--- src/design/tji_pkg.sv ---
// Shared widths, payload types and saturation helpers for the tetra Jacobian inverse unit.
package tji_pkg;

   localparam int COORD_WIDTH = 16;
   localparam int FIELD_W     = 16;
   localparam int EDGE_W      = COORD_WIDTH + 1;
   localparam int PROD_W      = 2 * EDGE_W;
   localparam int ADJ_W       = PROD_W + 1;
   localparam int DP_W        = EDGE_W + ADJ_W;
   localparam int DET_INT_W   = DP_W + 2;
   localparam int DIV_SHIFT   = 24;
   localparam int NUM_W       = ADJ_W + DIV_SHIFT;
   localparam int REM_W       = DET_INT_W;
   localparam int ELEM_W      = 40;
   localparam int DET_W       = 56;
   localparam int NUM_ELEM    = 9;
   localparam int FRONT_LAT   = 5;
   localparam int TOTAL_LAT   = FRONT_LAT + NUM_W + 1;
   localparam int WIDE_W      = 128;

   localparam logic signed [WIDE_W-1:0] ELEM_MAX = (WIDE_W'(1) <<< (ELEM_W - 1)) - 1;
   localparam logic signed [WIDE_W-1:0] ELEM_MIN = -(WIDE_W'(1) <<< (ELEM_W - 1));
   localparam logic signed [WIDE_W-1:0] DETV_MAX = (WIDE_W'(1) <<< (DET_W - 1)) - 1;
   localparam logic signed [WIDE_W-1:0] DETV_MIN = -(WIDE_W'(1) <<< (DET_W - 1));
   localparam logic [NUM_W:0] ELEM_HALF_Q = (NUM_W + 1)'(1) << (ELEM_W - 1);

   typedef logic signed [EDGE_W-1:0] edge_type;
   typedef logic signed [PROD_W-1:0] prod_type;
   typedef logic signed [ADJ_W-1:0]  adj_type;
   typedef logic signed [DP_W-1:0]   dp_type;

   typedef struct packed {
      logic signed [FIELD_W-1:0] p0_x;
      logic signed [FIELD_W-1:0] p1_x;
      logic signed [FIELD_W-1:0] p2_x;
      logic signed [FIELD_W-1:0] p3_x;
      logic signed [FIELD_W-1:0] p0_y;
      logic signed [FIELD_W-1:0] p1_y;
      logic signed [FIELD_W-1:0] p2_y;
      logic signed [FIELD_W-1:0] p3_y;
      logic signed [FIELD_W-1:0] p0_z;
      logic signed [FIELD_W-1:0] p1_z;
      logic signed [FIELD_W-1:0] p2_z;
      logic signed [FIELD_W-1:0] p3_z;
   } req_type;

   typedef struct packed {
      logic signed [ELEM_W-1:0] elem_0;
      logic signed [ELEM_W-1:0] elem_1;
      logic signed [ELEM_W-1:0] elem_2;
      logic signed [ELEM_W-1:0] elem_3;
      logic signed [ELEM_W-1:0] elem_4;
      logic signed [ELEM_W-1:0] elem_5;
      logic signed [ELEM_W-1:0] elem_6;
      logic signed [ELEM_W-1:0] elem_7;
      logic signed [ELEM_W-1:0] elem_8;
      logic signed [DET_W-1:0]  det_value;
      logic                     det_zero;
   } rsp_type;

   // One transaction as it moves through the divider chain.
   typedef struct packed {
      logic                              valid;
      logic                              mode;
      logic                              zero;
      logic [DET_INT_W-1:0]              det;
      logic [NUM_ELEM-1:0][ADJ_W-1:0]    adj;
      logic [NUM_ELEM-1:0]               neg;
      logic [REM_W-1:0]                  den;
      logic [NUM_ELEM-1:0][REM_W-1:0]    rem;
      logic [NUM_ELEM-1:0][NUM_W-1:0]    work;
   } div_type;

   function automatic edge_type coord_ext(logic [FIELD_W-1:0] v);
      logic signed [COORD_WIDTH-1:0] c;
      c = signed'(v[COORD_WIDTH-1:0]);
      return EDGE_W'(c);
   endfunction

   function automatic logic [ELEM_W-1:0] sat_adj(logic [ADJ_W-1:0] v);
      logic signed [WIDE_W-1:0] w;
      w = WIDE_W'(signed'(v));
      if (w > ELEM_MAX) return ELEM_MAX[ELEM_W-1:0];
      if (w < ELEM_MIN) return ELEM_MIN[ELEM_W-1:0];
      return w[ELEM_W-1:0];
   endfunction

   function automatic logic [DET_W-1:0] sat_det(logic [DET_INT_W-1:0] v);
      logic signed [WIDE_W-1:0] w;
      w = WIDE_W'(signed'(v));
      if (w > DETV_MAX) return DETV_MAX[DET_W-1:0];
      if (w < DETV_MIN) return DETV_MIN[DET_W-1:0];
      return w[DET_W-1:0];
   endfunction

endpackage

--- src/design/tji_final.sv ---
// Output formatting: sign, saturation and mode selection of the matrix entries.
module tji_final
   import tji_pkg::*;
(
   input  logic    clock,
   input  logic    reset,
   input  div_type in_stage,
   output logic    out_valid,
   output rsp_type out_data
);

   logic [NUM_ELEM-1:0][ELEM_W-1:0] elem;
   rsp_type rsp_in;
   rsp_type rsp_ff;
   logic    valid_ff;

   always_comb begin
      logic [NUM_W:0] q;
      for (int k = 0; k < NUM_ELEM; k++) begin
         q = {1'b0, in_stage.work[k]};
         if (in_stage.mode) begin
            elem[k] = sat_adj(in_stage.adj[k]);
         end else if (in_stage.zero) begin
            elem[k] = '0;
         end else if (in_stage.neg[k]) begin
            elem[k] = (q > ELEM_HALF_Q) ? ELEM_MIN[ELEM_W-1:0] : ELEM_W'(-q);
         end else begin
            elem[k] = (q > ELEM_HALF_Q - 1'b1) ? ELEM_MAX[ELEM_W-1:0] : q[ELEM_W-1:0];
         end
      end
      rsp_in.elem_0    = elem[0];
      rsp_in.elem_1    = elem[1];
      rsp_in.elem_2    = elem[2];
      rsp_in.elem_3    = elem[3];
      rsp_in.elem_4    = elem[4];
      rsp_in.elem_5    = elem[5];
      rsp_in.elem_6    = elem[6];
      rsp_in.elem_7    = elem[7];
      rsp_in.elem_8    = elem[8];
      rsp_in.det_value = sat_det(in_stage.det);
      rsp_in.det_zero  = in_stage.zero;
   end

   always_ff @(posedge clock) begin
      if (reset) valid_ff <= 1'b0;
      else       valid_ff <= in_stage.valid;
   end

   always_ff @(posedge clock) begin
      rsp_ff <= rsp_in;
   end

   assign out_valid = valid_ff;
   assign out_data  = rsp_ff;

endmodule

--- config.mk ---
export PLATFORM = sky130hd
export DESIGN_NAME = tji_final
export DESIGN_NICKNAME = d
export VERILOG_FILES = /design/src/design/tji_pkg.sv /design/src/design/tji_final.sv
export SDC_FILE = /design/constraint.sdc
export NUM_CORES = 1
export LEC_CHECK = 0
export CORE_AREA = 4 4 717 719
export CTS_BUF_LIST = sky130_fd_sc_hd__clkbuf_4 sky130_fd_sc_hd__clkbuf_8 sky130_fd_sc_hd__clkbuf_16
export DETAILED_ROUTE_END_ITERATION = 7
export DIE_AREA = 0 0 721 723
export DONT_BUFFER_PORTS = 1
export PLACE_DENSITY = 0.3
export SYNTH_ARGS = -nofsm -noshare
export SYNTH_HDL_FRONTEND = slang
export SYNTH_SLANG_ARGS = --single-unit
--- constraint.sdc ---
create_clock -name clock -period 3.37 [get_ports clock]
set_input_delay 0.5055 -clock clock [delete_from_list [all_inputs] [get_ports clock]]
set_output_delay 0.5055 -clock clock [all_outputs]
set_load 0.02 [all_outputs]
==> flow_summary_export.csv <==
group,metric,value,unit
outcome,status,"complete, no violations",
yosys,synthesis.instances,3393,
sta,post-route-worst-setup-slack,21.8,ps
yosys,synth-edff-count,0,
clock_network,hold_buffers,705,
placed_design,dpl_cell_area,34600,um^2
yosys,synth_area,24400,um^2
final_layout,layout.filler_cells,59400,
global_route,grt_pass1_wl,399000,um
sta,final.period_utilization,99.4,%
clock_network,clock_sinks,417,
clock_network,cts_inserted_buffers,76,
global_route,maximum_number_of_pins_on_one_net_before_global_route_repair,321,
pwr,p_comb_share,14.7,%
drt,vias,32100,
yosys,synthesized_nets,4865,
final_layout,area_growth_syn_to_layout,82.1,%
worst_setup_path,timing.setup.critical_path_class,"input pin to flop",
die,die_h,723,um
yosys,synth.largest_area_cell,"sky130_fd_sc_hd__dfxtp_1",
yosys,top_post_synthesis_cells_by_count,"sky130_fd_sc_hd__nand2_1 (646), sky130_fd_sc_hd__dfxtp_1 (417), sky130_fd_sc_hd__a21oi_1 (321), sky130_fd_sc_hd__clkbuf_1 (240), sky130_fd_sc_hd__o31ai_1 (240)",
die,start_util,4.81,%
die,core.rowCount,262,
placed_design,numPortBuffers,0,
global_route,busiest_layer,"met2",
sta,timing.final.crit_period,3350,ps
worst_setup_path,cp-start-kind,"input pin",
global_route,grt_pass1_vias,32000,
pwr,power_density,399,nW/um^2
yosys,yosys-top-cells-area,"sky130_fd_sc_hd__dfxtp_1 (34%), sky130_fd_sc_hd__nand2_1 (9.9%), sky130_fd_sc_hd__o31ai_1 (7.4%), sky130_fd_sc_hd__a21oi_1 (6.6%), sky130_fd_sc_hd__clkbuf_1 (3.7%)",
final_layout,final_util,8.75,%
sta,setup_viol,0,
worst_setup_path,critPathMaxFanout,12,
die,pin_count,1872,
placed_design,place_inst,10200,
yosys,count_of_distinct_cell_types_in_the_synthesized_netlist,75,
drt,wl_per_cell,29.6,um
clock_network,ctsHtreeMaxLevel,3,
yosys,ys.warnings.count,0,
yosys,seq_area_frac_synth,34.2,%
final_layout,fraction_of_layout_cells_with_a_size_suffix_above_1,12.4,%
clock_network,cts_tree,"built",
sta,slew_headroom,20.2,%
global_route,gr-usage-met3,6.26,%
drt,first_iter_violations,2251,
clock_network,root_buffer_cell,"sky130_fd_sc_hd__clkbuf_16",
run,cap_viol_max_count,0,
placed_design,gp_congestion,0.861,
sta,max_freq,299,MHz
drt,drt_pass1_iterations,7,
placed_design,dp_hpwl,281000,um
die,area_inside_the_core_boundary,508000,um^2
die,die_width,721,um
pwr,ir_worst_vdd,0.000284,V
sta,final_hold_violating_endpoints,0,
yosys,synth_flop_cell,"sky130_fd_sc_hd__dfxtp_1",
die,die-area,521000,um^2
final_layout,finish.cell_count_without_fillers,11100,
worst_setup_path,endpoint_type_of_the_worst_setup_path,"flop",
yosys,synth.most_common_cell,"sky130_fd_sc_hd__nand2_1",
drt,wirelength,329000,um
drt,post-route-drc-count,0,
placed_design,placement.setup.worst_slack,-252,ps
global_route,overflow,0,
pwr,clock_power_share,48.4,%
yosys,postSynth.asyncResetShare,0,%
yosys,post_synth.cell_area_avg,7.20,um^2
pwr,p_int,11.6,mW
yosys,top_area_cell_type_share_of_the_netlist_area,34.2,%
sta,rsz0062_at_grt,"false",
drt,routed_vias_inst,2.90,
worst_setup_path,worst-endpoint-arrival,4020,ps
final_layout,num-nets-final,5723,
worst_hold_path,min_path_type,"input pin to flop",
clock_network,cts_setup_buffers,0,
pwr,power_frac_seq,36.9,%
worst_setup_path,required,4040,ps
global_route,track_usage,12.1,%
pwr,switchingPower,6.18,mW
pwr,power.leakage,14.5,nW
sta,worstMarginPinSlew,1200,ps
clock_network,cts-root-to-sink-buffers,4,
clock_network,cts_resized,0,
global_route,met1_usage,12.6,%
sta,hold_ws,49.2,ps
sta,timing.final.max_slew_violations,0,
drt,remaining_antenna_violation_count,0,
clock_network,path_clk_slew,60,ps
pwr,power_switching_share,34.8,%
global_route,number_of_antenna_violations_at_the_first_check_in_global_routing,180,
yosys,synth_seq_cells,417,
final_layout,post_route_cell_area,44500,um^2
global_route,global_route.usage.met2,20.3,%
registers in the layout (all words and copies together), names as in the netlist:
| signal | flops |
|---|---|
| out_data | 416 |
| out_valid | 1 |
final cells by class:
type                       instances  area, um^2  share of cell area, %
antenna                           60         150                  0.338
clock buffer                      94        2120                   4.76
clock inverter                    37         464                   1.04
inverter                          48         180                  0.405
multi-input combinational       2668       15000                   33.7
sequential                       417        8350                   18.8
tap                             6732        8420                   18.9
timing repair buffer            1040        9770                   22.0
through the flow:
step                total power, mW  TNS, ps
floorplan                      6.82        0
global placement               8.49    -1320
detailed placement             8.47     -839
CTS                            18.5        0
global route                   18.7        0
finish                         17.7        0
critical path, stage by stage:
cell and delay, ps:
sky130_fd_sc_hd__or4_1 590, sky130_fd_sc_hd__nor4_1 360, sky130_fd_sc_hd__or4b_1 500, sky130_fd_sc_hd__o21a_1 390, sky130_fd_sc_hd__a31o_2 290, sky130_fd_sc_hd__dlygate4sd3_1 550, sky130_fd_sc_hd__o21ai_1 210, sky130_fd_sc_hd__dlygate4sd3_1 620
layer usage:
layer,vias up,share of wire (%)
li1,14400,-
met2,1697,47
met4,68,4.9
met1,15500,36
met5,-,0.15
met3,476,12
cell families after synthesis:
| group | after synthesis | synth area share (%) |
|---|---|---|
| DFF | 417 | 34.2 |
| xor gates and xnor gates | 60 | 2.15 |
| muxes | 10 | 0.415 |
| AOI/OAI and AO/OA | 890 | 23.3 |
| adders and majority gates | 18 | 0.922 |
| and+or+nand+nor | 1690 | 34.2 |
| buffers and inverters | 308 | 4.86 |
power by group through the flow:
| stage | clock network, mW | registers [mW] | logic [mW] |
|---|---|---|---|
| after floorplan | 0 | 5.96 | 0.863 |
| after global placement | 0 | 6.76 | 1.72 |
| after detailed placement | 0 | 6.74 | 1.72 |
| after CTS | 9.17 | 6.65 | 2.65 |
| after global routing | 9.20 | 6.64 | 2.85 |
| final | 8.58 | 6.55 | 2.61 |
path summary, 6_finish.rpt:
| path | startpoint | end | slack, ps | depth (start not counted) |
|---|---|---|---|---|
| worst min-delay path | in_stage[1183] | out_data[330]$_DFF_P_ | 50 | 2 |
| worst max-delay path | in_stage[369] | out_data[143]$_DFF_P_ | 20 | 8 |
cell usage in the layout (no fill, tap or decap), types with 37 or more instances in the layout:
master / instances
sky130_fd_sc_hd__clkbuf_16: 76
sky130_fd_sc_hd__nor3_1: 127
sky130_fd_sc_hd__inv_1: 46
sky130_fd_sc_hd__diode_2: 60
sky130_fd_sc_hd__and3_1: 44
sky130_fd_sc_hd__nand3_1: 144
sky130_fd_sc_hd__or3_1: 40
sky130_fd_sc_hd__a31oi_1: 37
sky130_fd_sc_hd__nand2_1: 646
sky130_fd_sc_hd__or4_1: 46
sky130_fd_sc_hd__dlygate4sd3_1: 705
sky130_fd_sc_hd__buf_4: 320
sky130_fd_sc_hd__o21ai_0: 94
sky130_fd_sc_hd__dfxtp_1: 417
sky130_fd_sc_hd__nand4_1: 128
sky130_fd_sc_hd__nor2_1: 227
sky130_fd_sc_hd__o31ai_1: 235
sky130_fd_sc_hd__a21oi_1: 321
sky130_fd_sc_hd__nor4_1: 129
Power figures use the tool's default switching activity.
